## src/tccw_pkg.sv

```systemverilog
package tccw_pkg;

    localparam logic [1:0] REQ_PUT   = 2'd0;
    localparam logic [1:0] REQ_CLEAR = 2'd1;
    localparam logic [1:0] REQ_READ  = 2'd2;

    localparam logic [7:0] CH_NEWLINE  = 8'h0A;
    localparam logic [7:0] CH_RETURN   = 8'h0D;
    localparam logic [7:0] CH_BACK     = 8'h08;
    localparam logic [7:0] CH_TAB      = 8'h09;
    localparam logic [7:0] CH_SPACE    = 8'h20;
    localparam logic [7:0] RESET_COLOR = 8'h0F;

    typedef struct packed {
        logic [1:0]  req_type;
        logic [7:0]  char_code;
        logic [7:0]  text_color;
        logic [10:0] cell_index;
    } t_in_item;

    typedef struct packed {
        logic [6:0] cursor_col;
        logic [4:0] cursor_row;
        logic [7:0] read_char;
        logic [7:0] read_color;
    } t_out_item;

    // controller to datapath
    typedef struct packed {
        logic capture;
        logic clr_start;
        logic fill_step;
        logic store;
        logic store_space;
        logic tab_load;
        logic adv;
        logic col_home;
        logic col_dec;
        logic blank;
        logic rd_issue;
        logic out_load;
        logic out_rd;
        logic out_take;
    } t_cmd;

    // datapath to controller
    typedef struct packed {
        logic [1:0] req;
        logic       is_nl;
        logic       is_cr;
        logic       is_bs;
        logic       is_tab;
        logic       col_zero;
        logic       col_last;
        logic       row_last;
        logic       tab_last;
        logic       tab_more;
        logic       fill_last;
    } t_sts;

endpackage

```

## src/tccw_ctrl.sv

```systemverilog
module tccw_ctrl import tccw_pkg::*; (
    input  logic i_clk,
    input  logic i_rst_n,
    input  logic i_in_valid,
    input  logic i_out_stall,
    input  t_sts i_sts,
    output logic o_in_stall,
    output t_cmd o_cmd
);

    localparam logic [3:0] S_INIT   = 4'd0;
    localparam logic [3:0] S_IDLE   = 4'd1;
    localparam logic [3:0] S_DECODE = 4'd2;
    localparam logic [3:0] S_STORE  = 4'd3;
    localparam logic [3:0] S_TAB    = 4'd4;
    localparam logic [3:0] S_FILL   = 4'd5;
    localparam logic [3:0] S_BLANK  = 4'd6;
    localparam logic [3:0] S_RDATA  = 4'd7;
    localparam logic [3:0] S_DONE   = 4'd8;
    localparam logic [3:0] S_OUT    = 4'd9;

    logic [3:0] r_state;
    logic [3:0] n_state;

    always_ff @(posedge i_clk) begin
        if (!i_rst_n) begin
            r_state <= S_INIT;
        end else begin
            r_state <= n_state;
        end
    end

    assign o_in_stall = (r_state != S_IDLE);

    always_comb begin
        n_state = r_state;
        o_cmd   = '0;
        unique case (r_state)
            S_INIT: begin
                o_cmd.fill_step = 1'b1;
                if (i_sts.fill_last) n_state = S_IDLE;
            end
            S_IDLE: begin
                if (i_in_valid) begin
                    o_cmd.capture = 1'b1;
                    n_state       = S_DECODE;
                end
            end
            S_DECODE: begin
                unique case (i_sts.req)
                    REQ_PUT: begin
                        if (i_sts.is_nl) begin
                            o_cmd.adv = 1'b1;
                            n_state   = i_sts.row_last ? S_FILL : S_DONE;
                        end else if (i_sts.is_cr) begin
                            o_cmd.col_home = 1'b1;
                            n_state        = S_DONE;
                        end else if (i_sts.is_bs) begin
                            if (i_sts.col_zero) begin
                                n_state = S_DONE;
                            end else begin
                                o_cmd.col_dec = 1'b1;
                                n_state       = S_BLANK;
                            end
                        end else if (i_sts.is_tab) begin
                            o_cmd.tab_load = 1'b1;
                            n_state        = S_TAB;
                        end else begin
                            n_state = S_STORE;
                        end
                    end
                    REQ_CLEAR: begin
                        o_cmd.clr_start = 1'b1;
                        n_state         = S_FILL;
                    end
                    REQ_READ: begin
                        o_cmd.rd_issue = 1'b1;
                        n_state        = S_RDATA;
                    end
                    default: begin
                        n_state = S_DONE;
                    end
                endcase
            end
            S_STORE: begin
                o_cmd.store = 1'b1;
                n_state = (i_sts.col_last && i_sts.row_last) ? S_FILL : S_DONE;
            end
            S_TAB: begin
                o_cmd.store       = 1'b1;
                o_cmd.store_space = 1'b1;
                if (i_sts.col_last && i_sts.row_last) begin
                    n_state = S_FILL;
                end else if (i_sts.tab_last) begin
                    n_state = S_DONE;
                end else begin
                    n_state = S_TAB;
                end
            end
            S_FILL: begin
                o_cmd.fill_step = 1'b1;
                if (i_sts.fill_last) begin
                    // resume a tab that wrapped into a scroll
                    n_state = (i_sts.is_tab && i_sts.tab_more) ? S_TAB : S_DONE;
                end
            end
            S_BLANK: begin
                o_cmd.blank = 1'b1;
                n_state     = S_DONE;
            end
            S_RDATA: begin
                o_cmd.out_load = 1'b1;
                o_cmd.out_rd   = 1'b1;
                n_state        = S_OUT;
            end
            S_DONE: begin
                o_cmd.out_load = 1'b1;
                n_state        = S_OUT;
            end
            S_OUT: begin
                if (!i_out_stall) begin
                    o_cmd.out_take = 1'b1;
                    n_state        = S_IDLE;
                end
            end
            default: begin
                n_state = S_INIT;
            end
        endcase
    end

    a_accept_idle: assert property (@(posedge i_clk) disable iff (!i_rst_n)
        o_cmd.capture |=> (r_state == S_DECODE))
        else $error("capture did not lead to decode");

    a_fill_exit: assert property (@(posedge i_clk) disable iff (!i_rst_n)
        (r_state == S_FILL && !i_sts.fill_last) |=> (r_state == S_FILL))
        else $error("fill sweep left early");

    a_out_hold: assert property (@(posedge i_clk) disable iff (!i_rst_n)
        (r_state == S_OUT && i_out_stall) |=> (r_state == S_OUT))
        else $error("result dropped while stalled");

endmodule

```

## config.mk

```make
export PLATFORM = sky130hd
export DESIGN_NAME = tccw_ctrl
export DESIGN_NICKNAME = d
export VERILOG_FILES = /design/src/tccw_pkg.sv /design/src/tccw_ctrl.sv
export SDC_FILE = /design/constraint.sdc
export NUM_CORES = 1
export LEC_CHECK = 0
export BUFFER_PORTS_ARGS = -buffer_cell sky130_fd_sc_hd__buf_4
export CAP_MARGIN = 25
export CORE_MARGIN = 2
export CORE_UTILIZATION = 45
export DETAILED_ROUTE_END_ITERATION = 6
export GPL_TIMING_DRIVEN = 0
export PLACE_DENSITY = 0.78
export SKIP_LAST_GASP = 1
export SLEW_MARGIN = 20
export SYNTH_ARGS = -nofsm -noshare
export SYNTH_HDL_FRONTEND = slang
export SYNTH_SLANG_ARGS = --single-unit
```

## constraint.sdc

```tcl
create_clock -name i_clk -period 1.9 [get_ports i_clk]
set_input_delay 0 -clock i_clk [delete_from_list [all_inputs] [get_ports i_clk]]
set_output_delay 0 -clock i_clk [all_outputs]
set_load 0.02 [all_outputs]
```

After elaboration in Yosys (flattened, before gate mapping) --
Cells that the tools add are included.
Storage, ports and cells: bits in registers 4, input bits 16, output and inout port bits 15, logic and storage cells 67
Cells by class: equality and inequality tests 16, mux-type cells 42, reductions and logical operators 8
Operators by type and width (number):
- 2-to-1 mux 4 bit | 15
- case mux 4 bit (9 select lines) | 1
- 2-to-1 mux 1 bit | 23
- equality test 4 x 3 -> 1 bit, second input constant | 4
- case mux 4 bit (3 select lines) | 1
- equality test 4 x 2 -> 1 bit, second input constant | 2
- equality test 4 bit, second input constant | 2
- != test 2 bit, second input constant | 4
- OR reduction 2 bit | 3
- equality test 4 x 1 -> 1 bit, second input constant | 1
- logical NOT 4 bit | 1
- != test 4 x 1 -> 1 bit, second input constant | 1
- AND reduction 4 bit | 1
- 2-to-1 mux 3 bit | 1
- equality test 2 x 1 -> 1 bit, second input constant | 1
- equality test 2 bit, second input constant | 1
- logical AND 1 bit | 2
- logical NOT 2 bit | 1
- 2-to-1 mux 2 bit | 1

Longest topological paths before layout --
Gate-level depths: netlist (run 1).
depth in word-level cells 6, mapped depth 6, mapped depth without buffers 6

Worst setup path before layout (run 1) --
Ideal clock, no wire load.
path type flip-flop to flip-flop, from register r_state[0], to register r_state[2], setup time 75 ps, data arrival time 1385 ps, required time 1825 ps, path slack 440 ps, stages on the path, launching flop included 6, buffers on the path 1, clock period less this slack 1460 ps, cells stage by stage dfxtp_1 > buf_2 > nand2_1 > o22ai_1 > a221oi_1 > o22ai_1
On the way: word-level cells in the longest chain between the ends 3, elaborated cells on any way between the ends 17, those cells by class eq/ne: 13; mux: 1; reduce/logical: 3
RTL lines:
- start, declared | line tccw_ctrl.sv:22 | logic [3:0] r_state;
- start signal, assigned | line tccw_ctrl.sv:29 | r_state <= n_state;
- equality test 4 bit (tied with other cells) | line tccw_ctrl.sv:38 | unique case (r_state)
- OR reduction 2 bit (no line) or != test 2 bit (tied branches)
- case mux 4 bit (9 select lines) or AND reduction 4 bit (tied branches)
Several ways; a longest one is shown, not always the timed one. A chain may end at the register's enable or synchronous reset.

==> results of run 1 <==
[final cells by class]
class,instances,area (um2)
Tap cell,15,18.77
Multi-Input combinational cell,80,535.5
Inverter,6,22.52
Fill cell,127,404.1
Buffer,5,25.02
Clock buffer,3,22.52
Timing Repair Buffer,30,225.2
Sequential cell,4,80.08
[how the worst max path moves through the flow]
stage                                         end  cells past startpoint
after CTS                                o_cmd[8]                      5
final                                    o_cmd[8]                      5
after floorplan           r_state[2]$_SDFFE_PN0P_                      5
after global placement                   o_cmd[8]                      7
after global routing                     o_cmd[8]                      5
after detailed placement                 o_cmd[8]                      7
[power breakdown]
part / total [mW] / internal [mW] / leakage [nW] / switching [mW]
combinational: 0.536 / 0.235 / 0.399 / 0.301
clock: 0.111 / 0.0710 / 0.0138 / 0.0402
sequential: 0.133 / 0.105 / 0.0327 / 0.0278
[worst max-delay path, stage by stage, from the launching register on]
cell and delay [ps]:
dfxtp_1 350, buf_2 220, inv_1 100, or4_4 530, nor3b_2 160, buf_4 160
[per-stage QoR]
stage	instances	total power [mW]	hold slack, ps	instance area [um2]	setup slack (ps)
after floorplan	95	0.4954	50.99	663.1	440.2
after global placement	140	0.6572	261.9	907.1	282.5
after detailed placement	140	0.6637	266.2	907.1	250.0
after CTS	143	0.7772	15.54	929.6	138.6
after global routing	143	0.8406	30.73	929.6	59.33
final	143	0.7804	18.69	929.6	126.2
[cells in the final DEF, fill, tap and decap left out, types with 2 or more instances in the layout]
master / Yosys / routed
a21oi_1: 4 / 4
nand2_1: 7 / 7
ha_1: 4 / 4
nand2b_1: 4 / 4
dfxtp_1: 4 / 4
nor2_1: 8 / 8
and2_1: 3 / 3
o21ai_1: 3 / 3
inv_1: 6 / 6
buf_4: 0 / 30
a22oi_1: 2 / 2
buf_2: 5 / 5
o22ai_1: 5 / 5
o31ai_1: 2 / 2
clkbuf_4: 0 / 3
nor2b_1: 5 / 5
or2_2: 2 / 2
a221oi_1: 2 / 2
nor3_1: 6 / 6
nand3_1: 2 / 2
[logic make-up (layout without fill, tap and decap cells)]
group                      count (synthesis)  count (layout)  synth area share (%)
and+or+nand+nor                           48              48                 43.21
xor gates and xnor gates                   1               1                 1.321
DFF                                        4               4                 12.08
buffers and inverters                     11              44                 7.169
adders and majority gates                  4               4                 7.547
AOI/OAI and AO/OA                         27              27                 28.68
[per-layer routing]
layer / up-vias / global-route usage, %
met5: - / 0
met4: 0 / 11.25
met3: 4 / 3.017
met2: 31 / 35.08
met1: 390 / 26.22
li1: 421 / -
==> results.tsv, run 1 <==
metric	value	unit
top cell type's share of synthesized area	12.08	%
synth top area cells	dfxtp_1 12%, ha_1 7.5%, nor2b_1 4.7%	
Most flops, register	r_state	
Worst EP required	1900	ps
sequential fraction of the synthesis area	12.08	%
R2R Setup Slk	360	ps
initial antenna violation count	0	
Mapped Nets	115	
drt total wl	1878	um
Ant. Diodes	0	
hold endpoint	r_state[3]$_SDFFE_PN0P_	
Worst-path clk slew	40	ps
final setup violation count	0	
Hold Vio Cnt, Final	0	
first-pass GRT wire length	2967	um
largest net degree at the start of global routing	11	
critical path fanouts, max	10	
Worst Setup SP	r_state[1]$_SDFFE_PN0P_	
routability-driven placement congestion ratio	0.8506	
I/O pin cnt	31	
post-CTS sizing	0	
Slew headroom	66.34	%
share of cells above drive strength 1	36.72	%
Antenna Nets Post-Route	0	
r2r endpoint	r_state[0]$_SDFFE_PN0P_	
number of synthesized flops with an enable pin	0	
max-cap viol count	0	
CP Capture Type	primary output	
ys flop type	dfxtp_1	
DP HPWL	1487	um
cell with the most instances after synthesis	nor2_1	
core area	1334	um2
Post-route DRC	0	
Final nets	150	
synthesized cell area	663.1	um2
initial core utilization	49.72	%
DR vias	846	
Num CTS Buffers	3	
Register-to-Register Path Depth	5	
total length of routed met2 wires	875	um
routed len/inst	13.13	um
Leak Pwr	0.4453	nW
Worst Setup Start Kind	flop	
number of global-route vias before repair	729	
library cell with the largest summed area after synthesis	dfxtp_1	
hold path depth	3	
die span in x	42.39	um
full die area	1796	um2
synthesized flop and latch total	4	
Slew Limit Fails	0	
1st-pass router iterations	4	
critical path class	reg2out	
Clock Skew	3.242	ps
pwr/cell area	839.5	nW/um2
CTS tree	yes	
Yosys cell types	39	
Worst Tran Pin Value	503.5	ps
maximum vdd drop	0.6895	mV
clock latency on the worst-skew pair	240	ps
GRT Total Usage	21.21	%
status	complete, no violations	
RSZ-0062 raised after global routing	no	
gate count after technology mapping	95	
synthesized area per cell	6.980	um2
DR top layer	met4	
max FFs per register	4	
Fmax achieved	0.5638	GHz
# Post-CTS Setup Buffers	0	
Overflow after GRT	0	
Synth Warn #	0	
Final TNS setup	0	ps
Layout area overhead	40.19	%
largest registers	r_state: 4 flops	
period utilisation layout	93.36	%
worst hold path class	in2reg	
asr flop ratio synth	0	%
Arr. time, crit path	1770	ps
die height	42.39	um
# rows	13	
Initial DRC Count	15	
CTS Hold Bufs	0	
clock tree buffer depth	2	
Util after Layout	69.70	%
Root Driver	clkbuf_4	
M1 WL	859	um
Tmin final	1774	ps
R2R Path Start	r_state[0]$_SDFFE_PN0P_	
vias per inst	5.916	
routed wl met3	114	um
Hold Path Origin	i_rst_n	
PortBufs	30	
Sink Count	4	
Synth top cells by count	8 x nor2_1, 7 x nand2_1, 6 x inv_1, 6 x nor3_1	
H-tree depth	1	
Power figures use the tool's default switching activity.
==> run 2, diff against run 1 <==
BUFFER_PORTS_ARGS = -buffer_cell sky130_fd_sc_hd__buf_2   (was -buffer_cell sky130_fd_sc_hd__buf_4)
==> results.tsv, run 2 (synthesized netlist as in run 1, its figures left out) <==
metric	value	unit	change
Antenna Nets Post-Route	0		unchanged
hold_ws	28.66	ps	+9.971 ps
largest registers	r_state: 4 flops		
routed len/inst	12.64	um	-3.8%
die span in x	42.39	um	unchanged
M2 GR Usage	34.15	%	-0.92 points
clock latency on the worst-skew pair	250	ps	about the same
core area	1334	um2	unchanged
largest net degree at the start of global routing	11		unchanged
Layout Cells excl Fill	143		unchanged
# rows	13		unchanged
WP buf/inv	3		unchanged
number of cells on the critical path	5		unchanged
Worst Tran Pin Value	533.7	ps	+30.15 ps
Tmin final	1737	ps	-37.07 ps
routability-driven placement congestion ratio	0.8423		-0.98%
Worst Setup SP	r_state[1]$_SDFFE_PN0P_		
1st-pass router iterations	5		+1
Design Area, Final	857.1	um2	-7.8%
Arr. time, crit path	1740	ps	-30 ps
max FFs per register	4		unchanged
Overflow after GRT	0		unchanged
share of cells above drive strength 1	36.72	%	unchanged
Layout area overhead	29.25	%	
met1 GRT Util	27.62	%	+1.4 points
Most flops, register	r_state		
combinational power share	66.9	%	-1.8 points
clock tree buffer depth	2		unchanged
Worst Setup Start Kind	flop		
Fillers	127		unchanged
worst hold path class	in2reg		
critical path's largest stage delay	520	ps	about the same
CP max stage cell	or4_4		
Worst path top cell family by delay	simple AND/OR/NAND/NOR gates		
first-pass GRT wire length	3015	um	+1.6%
Hold Vio Cnt, Final	0		unchanged
CTS tree	yes		
Post-route DRC	0		unchanged
Register-to-Register Path Depth	5		unchanged
M3 GR Usage	3.017	%	unchanged
DP HPWL	1446	um	-2.7%
grt peak-use layer	met2		
Final TNS setup	0	ps	unchanged
Fmax achieved	0.5758	GHz	+2.1%
Slew Limit Fails	0		unchanged
Root Driver	clkbuf_4		
commonest non-fill, non-tap cell in the layout	buf_2		
Slew headroom	64.33	%	-2.0 points
number of global-route vias before repair	732		+0.41%
Leak Pwr	0.4306	nW	-3.3%
Hold Path Origin	i_rst_n		
Total Power	749.5	uW	-4.0%
vias per inst	5.860		-0.95%
GRT Total Usage	21.53	%	+0.31 points
Worst-path clk slew	50	ps	about the same
initial antenna violation count	0		unchanged
pre-CTS setup slack	246.0	ps	-3.973 ps
initial core utilization	49.72	%	unchanged
Sink Count	4		unchanged
Flop pwr share	17.6	%	+0.6 points
Post-DP Area	832.0	um2	-8.3%
Num CTS Buffers	3		unchanged
R2R Path Start	r_state[0]$_SDFFE_PN0P_		
maximum vdd drop	0.7106	mV	+3.1%
Ant. Diodes	0		unchanged
period utilisation layout	91.41	%	-2.0 points
P_sw	369.2	uW	about the same
multi-input logic area	535.5	um2	unchanged
Worst EP required	1900	ps	about the same
Clock Power Share	15.5	%	+1.3 points
most frequent cells in the layout	34 x buf_2, 8 x nor2_1, 7 x nand2_1, 6 x inv_1, 6 x nor3_1		
DR vias	838		-0.95%
Util after Layout	64.26	%	-5.4 points
max-cap viol count	0		unchanged
RSZ-0062 raised after global routing	no		
final setup violation count	0		unchanged
P_int	380.3	uW	-7.5%
drt total wl	1807	um	-3.8%
CP Capture Type	primary output		
Clock Skew	9.602	ps	+6.360 ps
Critical Path, Cell by Cell	clkbuf_4, inv_1, or4_4, nor3b_2, buf_2		
sw frac	49.26	%	+2.0 points
status	complete, no violations		
H-tree depth	1		unchanged
PortBufs	30		unchanged
pwr/cell area	874.5	nW/um2	+4.2%
die height	42.39	um	unchanged
I/O pin cnt	31		unchanged
full die area	1796	um2	unchanged
hold path depth	3		unchanged
critical path fanouts, max	10		unchanged
critical path class	reg2out		
Inst Count DP	140		unchanged
register area	80.08	um2	unchanged
final worst slack	163.3	ps	+37.07 ps
Initial DRC Count	32		+17
Final nets	150		unchanged
## run 2: power by group through the flow
stage,clock (mW),sequential [mW],combinational [mW]
2_1_floorplan,0,0.126,0.370
3_3_place_gp,0,0.133,0.485
3_5_place_dp,0,0.133,0.491
4_1_cts,0.120,0.132,0.493
5_1_grt,0.124,0.138,0.546
6_report,0.116,0.132,0.501
## run 2: worst paths after layout
kind | slack (ps) | to
hold reg to reg | 740 | r_state[1]$_SDFFE_PN0P_
setup reg to reg | 330 | r_state[0]$_SDFFE_PN0P_
hold / removal | 30 | r_state[0]$_SDFFE_PN0P_
setup / recovery | 160 | o_cmd[8]
## run 2: per-layer routing
| metal | up-vias | routed length [um] |
|---|---|---|
| li1 | 421 | - |
| met1 | 367 | 787 |
| met2 | 44 | 824 |
| met3 | 6 | 161 |
| met4 | 0 | 35 |
| met5 | - | 0 |
## run 2: tightest hold or removal path: cells and delay by family
family	cells	cell delay, ps
buffers and inverters	1	110
AND/OR/NAND/NOR	1	60
AO/OA/AOI/OAI	1	60
## run 2: cell type report
cell class / instances / share of cell area, %
sequential: 4 / 9.343
inverter: 6 / 2.628
clock buffer: 3 / 2.628
tap: 15 / 2.190
multi-input combinational: 80 / 62.48
timing repair buffer: 30 / 17.52
buffer: 5 / 3.212
## run 2: timing repair
| item | 4_1_cts | 5_1_grt |
|---|---|---|
| endpoints found under the setup margin | 0 | 1 |
| resized for setup | 0 | 1 |
| hold buffers | 0 | 0 |
| buffers inserted | 0 | 0 |
==> run 3, diff against run 2 <==
CORE_UTILIZATION = 49   (was 45)
PLACE_DENSITY = 0.84   (was 0.78)
clock period = 2.2 ns   (was 1.9 ns; I/O delays follow)
==> results.tsv, run 3 (synthesized netlist as in run 1, its figures left out) <==
metric	value	unit	change
pwr/cell area	753.4	nW/um2	-14%
die span in x	40.79	um	-3.8%
r2r endpoint	r_state[0]$_SDFFE_PN0P_		
Ant. Diodes	0		unchanged
Critical Path, Cell by Cell	buf_2, inv_1, or4_4, nor3b_2, buf_2		
Tmin final	1766	ps	
period utilisation layout	80.25	%	
CP max stage cell	or4_4		
RSZ-0062 raised after global routing	no		
Hold Vio Cnt, Final	0		unchanged
Register-to-Register Path Depth	5		unchanged
initial antenna violation count	0		unchanged
clock tree buffer depth	2		unchanged
Root Driver	clkbuf_4		
critical path's largest stage delay	530	ps	about the same
most frequent cells in the layout	35 x buf_2, 8 x nor2_1, 7 x nand2_1, 6 x inv_1, 6 x nor3_1		
final worst slack	434.4	ps	+271.1 ps
# rows	13		unchanged
routability-driven placement congestion ratio	0.8081		-4.1%
vias per inst	5.909		+0.84%
Worst path top cell family by delay	simple AND/OR/NAND/NOR gates		
Fmax achieved	0.5664	GHz	
R2R Path Start	r_state[0]$_SDFFE_PN0P_		
Clock Skew	2.022	ps	-7.580 ps
Final TNS setup	0	ps	unchanged
Post-route DRC	0		unchanged
largest registers	r_state: 4 flops		
combinational power share	68.3	%	+1.4 points
Most flops, register	r_state		
Antenna Nets Post-Route	0		unchanged
initial core utilization	51.61	%	+1.9 points
Sink Count	4		unchanged
H-tree depth	1		unchanged
CTS Hold Bufs	0		unchanged
max-cap viol count	0		unchanged
Leak Pwr	0.4311	nW	+0.12%
Worst-path clk slew	40	ps	about the same
1st-pass router iterations	4		-1
Clock Power Share	13.8	%	-1.7 points
Overflow after GRT	0		unchanged
crit path to	o_cmd[8]		
CP Capture Type	primary output		
max FFs per register	4		unchanged
worst hold path class	in2reg		
largest net degree at the start of global routing	11		unchanged
Worst EP required	2200	ps	+300 ps
P_int	325.9	uW	-14%
Worst Setup Start Kind	flop		
Num CTS Buffers	3		unchanged
commonest non-fill, non-tap cell in the layout	buf_2		
R2R Setup Slk	610	ps	+280 ps
Slew headroom	61.83	%	-2.5 points
DP HPWL	1433	um	-0.95%
full die area	1663	um2	-7.4%
pre-CTS setup slack	534.1	ps	+288.0 ps
I/O pin cnt	31		unchanged
maximum vdd drop	0.3241	mV	-54%
Initial DRC Count	25		-22%
# Post-CTS Setup Buffers	0		unchanged
Worst Setup SP	r_state[1]$_SDFFE_PN0P_		
number of cells on the critical path	5		unchanged
die height	40.79	um	-3.8%
final setup violation count	0		unchanged
Final nets	150		unchanged
core area	1285	um2	-3.7%
number of global-route vias before repair	652		-11%
post-CTS sizing	0		unchanged
Slew Limit Fails	0		unchanged
clock latency on the worst-skew pair	230	ps	-20 ps
CTS tree	yes		
DR vias	845		+0.84%
WP buf/inv	3		unchanged
critical path fanouts, max	10		unchanged
share of cells above drive strength 1	36.72	%	unchanged
routed len/inst	12.48	um	-1.2%
GRT Total Usage	23.71	%	+2.2 points
PortBufs	30		unchanged
first-pass GRT wire length	2684	um	-11%
P_sw	317.9	uW	-14%
Arr. time, crit path	1770	ps	+30 ps
drt total wl	1785	um	-1.2%
Layout area overhead	28.87	%	
status	complete, no violations		
most frequent CP cell	buf_2		
critical path class	reg2out		
Worst Tran Pin Value	571.1	ps	+37.45 ps
Flop pwr share	17.9	%	+0.3 points
sw frac	49.38	%	+0.12 points
run 3: cell types whose count changed in the layout (fill, tap and decap cells not counted), sizes merged:
cell | before | now
buf | 34 | 35
clkbuf | 4 | 3
run 3: worst min path at each step:
stage	slack, ps	startpoint	to	cells after the start
final	40	i_rst_n	r_state[3]$_SDFFE_PN0P_	3
after detailed placement	270	i_rst_n	r_state[3]$_SDFFE_PN0P_	3
after global placement	260	i_rst_n	r_state[3]$_SDFFE_PN0P_	3
after CTS	20	i_rst_n	r_state[3]$_SDFFE_PN0P_	3
after floorplan	50	i_sts[5]	o_cmd[5]	1
after global routing	50	i_rst_n	r_state[3]$_SDFFE_PN0P_	3
run 3: power by group through the flow:
| stage | logic, mW | clock network [mW] | registers [mW] |
|---|---|---|---|
| after floorplan | 0.319 | 0 | 0.109 |
| after global placement | 0.417 | 0 | 0.116 |
| after detailed placement | 0.432 | 0 | 0.115 |
| after CTS | 0.434 | 0.0937 | 0.115 |
| after global routing | 0.485 | 0.0951 | 0.118 |
| final | 0.440 | 0.0888 | 0.115 |
run 3: per-stage QoR:
stage | hold WS (ps) | instances | utilization [%] | power, mW | instance area (um2)
floorplan | 50.99 | 95 | - | 0.4279 | 663.1
global placement | 261.6 | 140 | 64.75 | 0.5332 | 832.0
detailed placement | 270.0 | 140 | 64.75 | 0.5474 | 832.0
CTS | 21.93 | 143 | 66.50 | 0.6429 | 854.6
global route | 54.06 | 143 | 66.50 | 0.6979 | 854.6
finish | 36.36 | 143 | 66.50 | 0.6439 | 854.6
run 3: layout make-up:
| type | count | area, um2 |
|---|---|---|
| fillers | 128 | 430.4 |
| plain buffers | 5 | 25.02 |
| inverters | 6 | 22.52 |
| clock buffers | 3 | 22.52 |
| repair buffers | 30 | 150.1 |
| multi-input cells | 80 | 535.5 |
| flip-flops and latches | 4 | 80.08 |
| well taps | 15 | 18.77 |
run 3: routing by layer:
metal / global-route usage, % / up-vias / share of wire, %
li1: - / 420 / -
met4: 9.167 / 0 / 0
met2: 41.02 / 47 / 51
met5: 0 / - / 0
met1: 30.00 / 378 / 42
met3: 1.630 / 0 / 7.1
run 3: worst min-delay path, cell delays in order:
cell and delay, ps:
buf_2 110, inv_1 60, a311oi_1 40
